**config.mk**
```make
export PLATFORM = sky130hd
export DESIGN_NAME = time_of_day_byte_encoder_flat
export DESIGN_NICKNAME = d
export VERILOG_FILES = /design/src/tdbe_pkg.sv /design/src/tdbe_ifs.sv /design/src/time_of_day_byte_encoder.sv /design/src/tdbe_front.sv /design/src/tdbe_queue.sv /design/src/tdbe_back.sv /design/src/flat_wrapper.sv
export SDC_FILE = /design/constraint.sdc
export NUM_CORES = 2
export LEC_CHECK = 0
export ABC_CLOCK_PERIOD_IN_PS = 12300
export BUFFER_PORTS_ARGS = -buffer_cell sky130_fd_sc_hd__buf_4
export CAP_MARGIN = 25
export CORE_MARGIN = 1.5
export CORE_UTILIZATION = 37
export CTS_CLUSTER_SIZE = 8
export DETAILED_ROUTE_END_ITERATION = 8
export PLACE_DENSITY = 0.54
export SLEW_MARGIN = 5
export SYNTH_ARGS = -nofsm -noshare
export SYNTH_HDL_FRONTEND = slang
export SYNTH_SLANG_ARGS = --single-unit
```
**constraint.sdc**
```tcl
create_clock -name clk -period 12.3 [get_ports clk]
set_input_delay 0.615 -clock clk [delete_from_list [all_inputs] [get_ports clk]]
set_output_delay 0.615 -clock clk [all_outputs]
set_load 0.05 [all_outputs]
```
**src/tdbe_pkg.sv**
```systemverilog
package tdbe_pkg;

  localparam logic [4:0] HOUR_MAX   = 5'd23;
  localparam logic [5:0] MINUTE_MAX = 6'd59;
  localparam logic [5:0] SECOND_MAX = 6'd60;

  localparam logic [9:0] NS_PER_STEP = 10'd1000;

  // floor(x / 1000) = (x * RECIP) >> SHIFT, exact over the operand range
  localparam logic [30:0] US_RECIP = 31'd1099511628;
  localparam int          US_SHIFT = 40;
  localparam logic [20:0] MS_RECIP = 21'd1073742;
  localparam int          MS_SHIFT = 30;

  localparam int ENTRY_BITS = 88;

  typedef enum logic [1:0] {
    MAG_NONE = 2'd0,
    MAG_MS   = 2'd1,
    MAG_US   = 2'd2,
    MAG_NS   = 2'd3
  } mag_t;

  typedef struct packed {
    logic [4:0]  hour;
    logic [5:0]  minute;
    logic [5:0]  second;
    logic [29:0] ns;
    logic        zone;
    logic [13:0] lat;
    logic [14:0] lon;
  } time_fields_t;

  typedef struct packed {
    logic [ENTRY_BITS-1:0] data;
    logic [3:0]            count;
  } entry_t;

endpackage

```
**src/tdbe_ifs.sv**
```systemverilog
interface tdbe_in_if;
  logic        valid;
  logic        ready;
  logic [4:0]  hour_value;
  logic [5:0]  minute_value;
  logic [5:0]  second_value;
  logic [29:0] nanosecond_value;
  logic        zone_kind;
  logic [13:0] latitude_bits;
  logic [14:0] longitude_bits;

  modport source (
    output valid, hour_value, minute_value, second_value, nanosecond_value,
           zone_kind, latitude_bits, longitude_bits,
    input  ready
  );
  modport sink (
    input  valid, hour_value, minute_value, second_value, nanosecond_value,
           zone_kind, latitude_bits, longitude_bits,
    output ready
  );
endinterface

interface tdbe_out_if;
  logic       valid;
  logic       ready;
  logic [7:0] out_byte;
  logic       last_byte;

  modport source (output valid, out_byte, last_byte, input ready);
  modport sink (input valid, out_byte, last_byte, output ready);
endinterface

```
**src/time_of_day_byte_encoder.sv**
```systemverilog
// Encodes one time of day per request into 3 to 11 little-endian bytes, the final
// byte flagged by last_byte. Bytes leave at one per cycle from the serializer while
// the receiver is ready; an item has 3, 4, 5 or 7 bytes for subsecond magnitude 0
// to 3, plus 4 for a latitude/longitude zone. The front end classifies the
// nanoseconds through a three-stage reciprocal-multiply divider, and an item passes
// those stages, the queue and the serializer's output register before its first
// byte shows; up to QUEUE_DEPTH encoded items wait between front and serializer,
// and new requests are taken while earlier items are still going out.
module time_of_day_byte_encoder
  import tdbe_pkg::*;
#(
  parameter int QUEUE_DEPTH = 4
) (
  input  logic       clk,
  input  logic       rst,
  tdbe_in_if.sink    time_chan,
  tdbe_out_if.source byte_chan
);

  localparam int CW = $clog2(QUEUE_DEPTH + 1);

  logic          push, pop, nonempty;
  entry_t        push_entry, head;
  logic [CW-1:0] q_count;

  tdbe_front #(.DEPTH(QUEUE_DEPTH)) u_front (
    .clk        (clk),
    .rst        (rst),
    .time_chan  (time_chan),
    .q_count    (q_count),
    .push       (push),
    .push_entry (push_entry)
  );

  tdbe_queue #(.DEPTH(QUEUE_DEPTH)) u_queue (
    .clk        (clk),
    .rst        (rst),
    .push       (push),
    .push_entry (push_entry),
    .pop        (pop),
    .head       (head),
    .nonempty   (nonempty),
    .count      (q_count)
  );

  tdbe_back u_back (
    .clk       (clk),
    .rst       (rst),
    .nonempty  (nonempty),
    .head      (head),
    .pop       (pop),
    .byte_chan (byte_chan)
  );

endmodule

```
**src/tdbe_front.sv**
```systemverilog
module tdbe_front
  import tdbe_pkg::*;
#(
  parameter int DEPTH = 4,
  localparam int CW = $clog2(DEPTH + 1)
) (
  input  logic          clk,
  input  logic          rst,
  tdbe_in_if.sink       time_chan,
  input  logic [CW-1:0] q_count,
  output logic          push,
  output entry_t        push_entry
);

  logic         va, vb, vc;
  time_fields_t fa, fb, fc;
  logic [60:0]  p1;
  logic [20:0]  q;
  logic [41:0]  p2;
  logic         r1nz;

  logic [CW+1:0] inflight;
  logic          accept;
  time_fields_t  fin;

  logic [20:0] qb;
  logic [29:0] qb_scaled;
  logic [10:0] q2;
  logic [20:0] q2_scaled;
  logic        r2nz;
  mag_t        mag;
  logic [29:0] sub;
  logic [2:0]  nb;
  logic [49:0] base;
  logic [31:0] zw;
  logic [ENTRY_BITS-1:0] zdata;

  assign inflight = (CW+2)'(q_count) + (CW+2)'(va) + (CW+2)'(vb) + (CW+2)'(vc);
  assign time_chan.ready = inflight < (CW+2)'(DEPTH);
  assign accept = time_chan.valid && time_chan.ready;

  always_comb begin
    fin.hour   = (time_chan.hour_value > HOUR_MAX) ? HOUR_MAX : time_chan.hour_value;
    fin.minute = (time_chan.minute_value > MINUTE_MAX) ? MINUTE_MAX
                                                       : time_chan.minute_value;
    fin.second = (time_chan.second_value > SECOND_MAX) ? SECOND_MAX
                                                       : time_chan.second_value;
    fin.ns     = time_chan.nanosecond_value;
    fin.zone   = time_chan.zone_kind;
    fin.lat    = time_chan.latitude_bits;
    fin.lon    = time_chan.longitude_bits;
  end

  always_ff @(posedge clk) begin
    if (rst) begin
      va <= 1'b0;
      vb <= 1'b0;
      vc <= 1'b0;
    end else begin
      va <= accept;
      vb <= va;
      vc <= vb;
    end
  end

  assign qb        = p1[US_SHIFT+20:US_SHIFT];
  assign qb_scaled = 30'(qb) * 30'(NS_PER_STEP);

  always_ff @(posedge clk) begin
    fa   <= fin;
    fb   <= fa;
    p1   <= 61'(fa.ns) * 61'(US_RECIP);
    fc   <= fb;
    q    <= qb;
    r1nz <= fb.ns != qb_scaled;
    p2   <= 42'(qb) * 42'(MS_RECIP);
  end

  // second divide by 1000 gives ns / 1e6
  assign q2        = p2[MS_SHIFT+10:MS_SHIFT];
  assign q2_scaled = 21'(q2) * 21'(NS_PER_STEP);
  assign r2nz      = q != q2_scaled;

  always_comb begin
    if (fc.ns == '0) begin
      mag = MAG_NONE;
    end else if (r1nz) begin
      mag = MAG_NS;
    end else if (r2nz) begin
      mag = MAG_US;
    end else begin
      mag = MAG_MS;
    end
  end

  assign zw = {2'b0, fc.lon, fc.lat, 1'b1};

  always_comb begin
    case (mag)
      MAG_NONE: begin
        sub   = '0;
        nb    = 3'd3;
        zdata = ENTRY_BITS'(zw) << 24;
      end
      MAG_MS: begin
        sub   = {20'b0, q2[9:0]};
        nb    = 3'd4;
        zdata = ENTRY_BITS'(zw) << 32;
      end
      MAG_US: begin
        sub   = {10'b0, q[19:0]};
        nb    = 3'd5;
        zdata = ENTRY_BITS'(zw) << 40;
      end
      default: begin
        sub   = fc.ns;
        nb    = 3'd7;
        zdata = ENTRY_BITS'(zw) << 56;
      end
    endcase
  end

  assign base = {sub, fc.second, fc.minute, fc.hour, mag, ~fc.zone};

  assign push             = vc;
  assign push_entry.data  = ENTRY_BITS'(base) | (fc.zone ? zdata : '0);
  assign push_entry.count = 4'(nb) + (fc.zone ? 4'd4 : 4'd0);

endmodule

```
**src/tdbe_queue.sv**
```systemverilog
module tdbe_queue
  import tdbe_pkg::*;
#(
  parameter int DEPTH = 4,
  localparam int CW = $clog2(DEPTH + 1),
  localparam int PW = $clog2(DEPTH)
) (
  input  logic          clk,
  input  logic          rst,
  input  logic          push,
  input  entry_t        push_entry,
  input  logic          pop,
  output entry_t        head,
  output logic          nonempty,
  output logic [CW-1:0] count
);

  entry_t        slots [DEPTH];
  logic [PW-1:0] wptr, rptr;

  assign head     = slots[rptr];
  assign nonempty = count != '0;

  always_ff @(posedge clk) begin
    if (rst) begin
      wptr  <= '0;
      rptr  <= '0;
      count <= '0;
    end else begin
      if (push) begin
        wptr <= (wptr == PW'(DEPTH - 1)) ? '0 : wptr + 1'b1;
      end
      if (pop) begin
        rptr <= (rptr == PW'(DEPTH - 1)) ? '0 : rptr + 1'b1;
      end
      case ({push, pop})
        2'b10:   count <= count + 1'b1;
        2'b01:   count <= count - 1'b1;
        default: count <= count;
      endcase
    end
  end

  always_ff @(posedge clk) begin
    if (push) begin
      slots[wptr] <= push_entry;
    end
  end

endmodule

```
**src/tdbe_back.sv**
```systemverilog
module tdbe_back
  import tdbe_pkg::*;
(
  input  logic       clk,
  input  logic       rst,
  input  logic       nonempty,
  input  entry_t     head,
  output logic       pop,
  tdbe_out_if.source byte_chan
);

  logic                  busy;
  logic [ENTRY_BITS-1:0] shreg;
  logic [3:0]            rem;
  logic                  ovalid;
  logic [7:0]            obyte;
  logic                  olast;
  logic                  can_emit, emit, finishing;

  assign can_emit  = !ovalid || byte_chan.ready;
  assign emit      = busy && can_emit;
  assign finishing = emit && (rem == 4'd1);
  assign pop       = nonempty && (!busy || finishing);

  always_ff @(posedge clk) begin
    if (rst) begin
      busy   <= 1'b0;
      ovalid <= 1'b0;
    end else begin
      if (emit) begin
        ovalid <= 1'b1;
      end else if (byte_chan.ready) begin
        ovalid <= 1'b0;
      end
      if (pop) begin
        busy <= 1'b1;
      end else if (finishing) begin
        busy <= 1'b0;
      end
    end
  end

  always_ff @(posedge clk) begin
    if (emit) begin
      obyte <= shreg[7:0];
      olast <= rem == 4'd1;
    end
    if (pop) begin
      shreg <= head.data;
      rem   <= head.count;
    end else if (emit) begin
      shreg <= shreg >> 8;
      rem   <= rem - 4'd1;
    end
  end

  assign byte_chan.valid     = ovalid;
  assign byte_chan.out_byte  = obyte;
  assign byte_chan.last_byte = olast;

endmodule

```
**src/flat_wrapper.sv**
```systemverilog
// flat-port wrapper written by rule: the top's interface ports become plain ports
module time_of_day_byte_encoder_flat import tdbe_pkg::*;
#(
  parameter int QUEUE_DEPTH = 4
)
  (clk, rst, time_chan_valid, time_chan_hour_value, time_chan_minute_value, time_chan_second_value, time_chan_nanosecond_value, time_chan_zone_kind, time_chan_latitude_bits, time_chan_longitude_bits, time_chan_ready, byte_chan_valid, byte_chan_out_byte, byte_chan_last_byte, byte_chan_ready);
  tdbe_in_if time_chan_i ();
  tdbe_out_if byte_chan_i ();
  input  logic clk;
  input  logic rst;
  input wire logic [$bits(time_chan_i.valid)-1:0] time_chan_valid;
  input wire logic [$bits(time_chan_i.hour_value)-1:0] time_chan_hour_value;
  input wire logic [$bits(time_chan_i.minute_value)-1:0] time_chan_minute_value;
  input wire logic [$bits(time_chan_i.second_value)-1:0] time_chan_second_value;
  input wire logic [$bits(time_chan_i.nanosecond_value)-1:0] time_chan_nanosecond_value;
  input wire logic [$bits(time_chan_i.zone_kind)-1:0] time_chan_zone_kind;
  input wire logic [$bits(time_chan_i.latitude_bits)-1:0] time_chan_latitude_bits;
  input wire logic [$bits(time_chan_i.longitude_bits)-1:0] time_chan_longitude_bits;
  output wire logic [$bits(time_chan_i.ready)-1:0] time_chan_ready;
  output wire logic [$bits(byte_chan_i.valid)-1:0] byte_chan_valid;
  output wire logic [$bits(byte_chan_i.out_byte)-1:0] byte_chan_out_byte;
  output wire logic [$bits(byte_chan_i.last_byte)-1:0] byte_chan_last_byte;
  input wire logic [$bits(byte_chan_i.ready)-1:0] byte_chan_ready;
  assign time_chan_i.valid = time_chan_valid;
  assign time_chan_i.hour_value = time_chan_hour_value;
  assign time_chan_i.minute_value = time_chan_minute_value;
  assign time_chan_i.second_value = time_chan_second_value;
  assign time_chan_i.nanosecond_value = time_chan_nanosecond_value;
  assign time_chan_i.zone_kind = time_chan_zone_kind;
  assign time_chan_i.latitude_bits = time_chan_latitude_bits;
  assign time_chan_i.longitude_bits = time_chan_longitude_bits;
  assign time_chan_ready = time_chan_i.ready;
  assign byte_chan_valid = byte_chan_i.valid;
  assign byte_chan_out_byte = byte_chan_i.out_byte;
  assign byte_chan_last_byte = byte_chan_i.last_byte;
  assign byte_chan_i.ready = byte_chan_ready;
  time_of_day_byte_encoder #(.QUEUE_DEPTH(QUEUE_DEPTH)) u_core (.clk(clk), .rst(rst), .time_chan(time_chan_i), .byte_chan(byte_chan_i));
endmodule
```
==> results.json <==
{
  "max_stage_delay_ns": 0.91,
  "worstHoldStart": "time_chan_nanosecond_value[14]",
  "postCtsSetupBuffers": 0,
  "grt_pass1_wl_um": 185100,
  "use_met1_pct": 24.89,
  "drt_iter0_markers": 1608,
  "die-area_sq_mm": 0.1346,
  "ys_warn_count": 0,
  "path_cells": "ha_1 > fa_1 > fa_1 > inv_1 > fa_1 > inv_1 > fa_1 > fa_1 > fa_1 > inv_1 > fa_1 > inv_1 > ha_1 > a21o_1 > a2111oi_2 > nor4_1 > a2111o_1 > a21oi_4 > o41ai_2 > and3b_1 > or4_1",
  "yosysTopAreaCell": "edfxtp_1",
  "reg2reg_from": "u_core.u_front.fa[42]",
  "cts_made_buffers": 106,
  "crit_path_frequent_cell": "fa_1",
  "crit_fanout": 12,
  "clk_latency_ns": 0.70,
  "async_flop_share_pct": 0,
  "setup_viol": 0,
  "synth.most_common_cell": "inv_1",
  "port_buffers": 91,
  "path_buf_inv": 4,
  "wirelength_um": 119000,
  "syn_nets": 4984,
  "worst_pin_slew_ns": 1.075,
  "synth.distinct_cells": 75,
  "worstHoldEndpoint": "u_core.u_front.fa[44]",
  "row_count": 133,
  "synthCells": 3783,
  "hold_class": "primary input to register",
  "r2r_slack_ns": 4.54,
  "hpwl_um": 87810,
  "slew_headroom_pct": 28.17,
  "critical-path-top-delay-family": "adder cells",
  "synth.avg_cell_area_sq_um": 12.95,
  "antenna_found_initial": 1,
  "placed_cell_area_sq_mm": 0.05193,
  "slew_violations": 0,
  "placeableCoreArea_sq_mm": 0.1315,
  "postLayoutSetupSlackWorst_ns": 4.539,
  "gr-usage-met3_pct": 3.062,
  "min_period_ns": 7.761,
  "synth-edff-count": 459,
  "grt_max_degree": 65,
  "drive_gt1_share_pct": 10.81,
  "drc_errors": 0,
  "ys_top_cells_by_area": "edfxtp_1, fa_1, ha_1, dfxtp_1, inv_1",
  "hold_depth": 1,
  "use_met2_pct": 29.74,
  "syn_area_sq_mm": 0.04898,
  "outcome": "complete, no violations",
  "stdcell_area_sq_mm": 0.05557,
  "cts-hold-fix-buffers": 52,
  "nNetsFinal": 5200,
  "fmax_mhz": 128.9,
  "ios": 92,
  "synth_seq_cells": 758,
  "initial_core_util_pct": 37.26,
  "cp.required_ns": 12.82,
  "finalHoldViolations": 0,
  "dp_slack_ns": 4.544,
  "grtUsageTotal_pct": 18.13,
  "post-route-util_pct": 42.27,
  "grt_overflow": 0,
  "syn2layout_area_growth_pct": 13.45,
  "viasPerCell": 4.881,
  "firstDrtPassIters": 7,
  "cts_tree": "built",
  "worst_path_max_delay_cell": "dfxtp_1",
  "synth_ff_type": "edfxtp_1",
  "yosysSeqAreaShare_pct": 40.36,
  "rsz0062_at_grt": "false",
  "startpoint_type": "register",
  "cts_sinks": 758,
  "first_global_vias": 30730,
  "die_width_um": 366.9,
  "cap_violations": 0,
  "top_usage_layer": "met2",
  "gp_congestion": 0.8581,
  "critPathKind": "register to register",
  "path_clk_slew_ns": 0.07,
  "ant_nets": 0,
  "worstPathArrival_ns": 8.28,
  "timing.rr.end": "u_core.u_front.p1[60]",
  "vias": 28470,
  "end_kind": "register",
  "rr_worst_depth": 21,
  "finalCritPeriodShare_pct": 63.10,
  "post_cts_resized": 0,
  "cts_max_path_buffers": 3,
  "post_drt_wl_per_cell_um": 20.40,
  "synth_common_cells": "inv_1, ha_1, fa_1",
  "synth_top_area_share_pct": 28.14,
  "skew_ns": 0.04722,
  "die_h_um": 366.9,
  "tns_ns": 0,
  "root_buffer": "clkbuf_16",
  "h-tree-depth": 3
}
[metrics by stage]
stage	hold WS [ns]	instances
after floorplan	0.3096	3783
after global routing	0.01610	5833
after global placement	0.3126	5594
after detailed placement	0.3121	5594
final	0.05838	5834
after CTS	0.005548	5833
[metal layers]
layer | vias up | part of all wire, %
met5 | - | 0
met4 | 0 | 2.2
met3 | 149 | 4.9
met2 | 563 | 47
met1 | 14430 | 46
li1 | 13340 | -
[worst max path at each step]
stage | start | end | cells past startpoint | slack, ns
finish | u_core.u_front.fa[42] | u_core.u_front.p1[60] | 21 | 4.54
floorplan | u_core.u_front.fa[38] | u_core.u_front.p1[60] | 24 | 5.45
global route | u_core.u_front.p2[34] | u_core.u_queue.slots[3][53] | 20 | 4.00
global placement | u_core.u_front.fa[34] | u_core.u_front.p1[60] | 24 | 4.62
CTS | u_core.u_front.fa[38] | u_core.u_front.p1[60] | 24 | 4.54
detailed placement | u_core.u_front.fa[38] | u_core.u_front.p1[60] | 24 | 4.54
[layout make-up]
class	count	area, sq um
fill	12350	75890
multi-input combinational	2145	25940
sequential	758	19780
inverter	802	3010
clock buffer	178	2944
tap	1755	2196
timing repair buffer	186	1526
clock inverter	9	177.7
antenna	1	2.502
[layout by cell type, fill, tap and decap left out, types with 7 or more instances in the layout]
master,instances
xnor2_1,64
dlygate4sd3_1,52
nor3_1,28
inv_1,801
a211oi_1,12
dfxtp_1,297
and2_1,9
and3_1,24
a21oi_1,121
nor4_1,21
fa_1,476
clkbuf_1,71
nor2b_1,20
nand2b_1,10
mux2_2,79
ha_1,643
nand3_1,20
mux4_2,90
a221o_1,10
nand2_1,67
a22oi_1,23
a2111oi_0,7
buf_4,134
edfxtp_1,459
xor2_1,32
o21a_1,10
clkbuf_16,107
nand4_1,28
a21o_1,63
a222oi_1,14
a31oi_1,9
nor2_1,86
o21ai_0,61
o21bai_1,14
[registers in the layout, summed over array words and instances (netlist names), 2 cells and up, named ones only]
signal	count
u_core.u_queue.slots	360
u_core.u_back.shreg	86
u_core.u_front.fa	77
u_core.u_front.fb	77
u_core.u_front.fc	60
u_core.u_front.p1	21
u_core.u_front.q	21
u_core.u_front.base	17
u_core.u_front.p2	11
u_core.u_back.byte_chan.out_byte	8
u_core.u_back.rem	4
u_core.u_queue.count	3
u_core.u_queue.rptr	2
u_core.u_queue.wptr	2
[kinds of logic after synthesis]
family                     share of synthesized area [%]
AOI/OAI and AO/OA                                  5.625
and+or+nand+nor                                    3.599
muxes                                              6.056
adders and majority gates                          35.90
buffers and inverters                              6.743
DFF                                                40.36
xor gates and xnor gates                           1.716
Power is left out: the tool's default activity adds up to more than one toggle a clock period on the data nets, which glitch-free logic cannot reach.
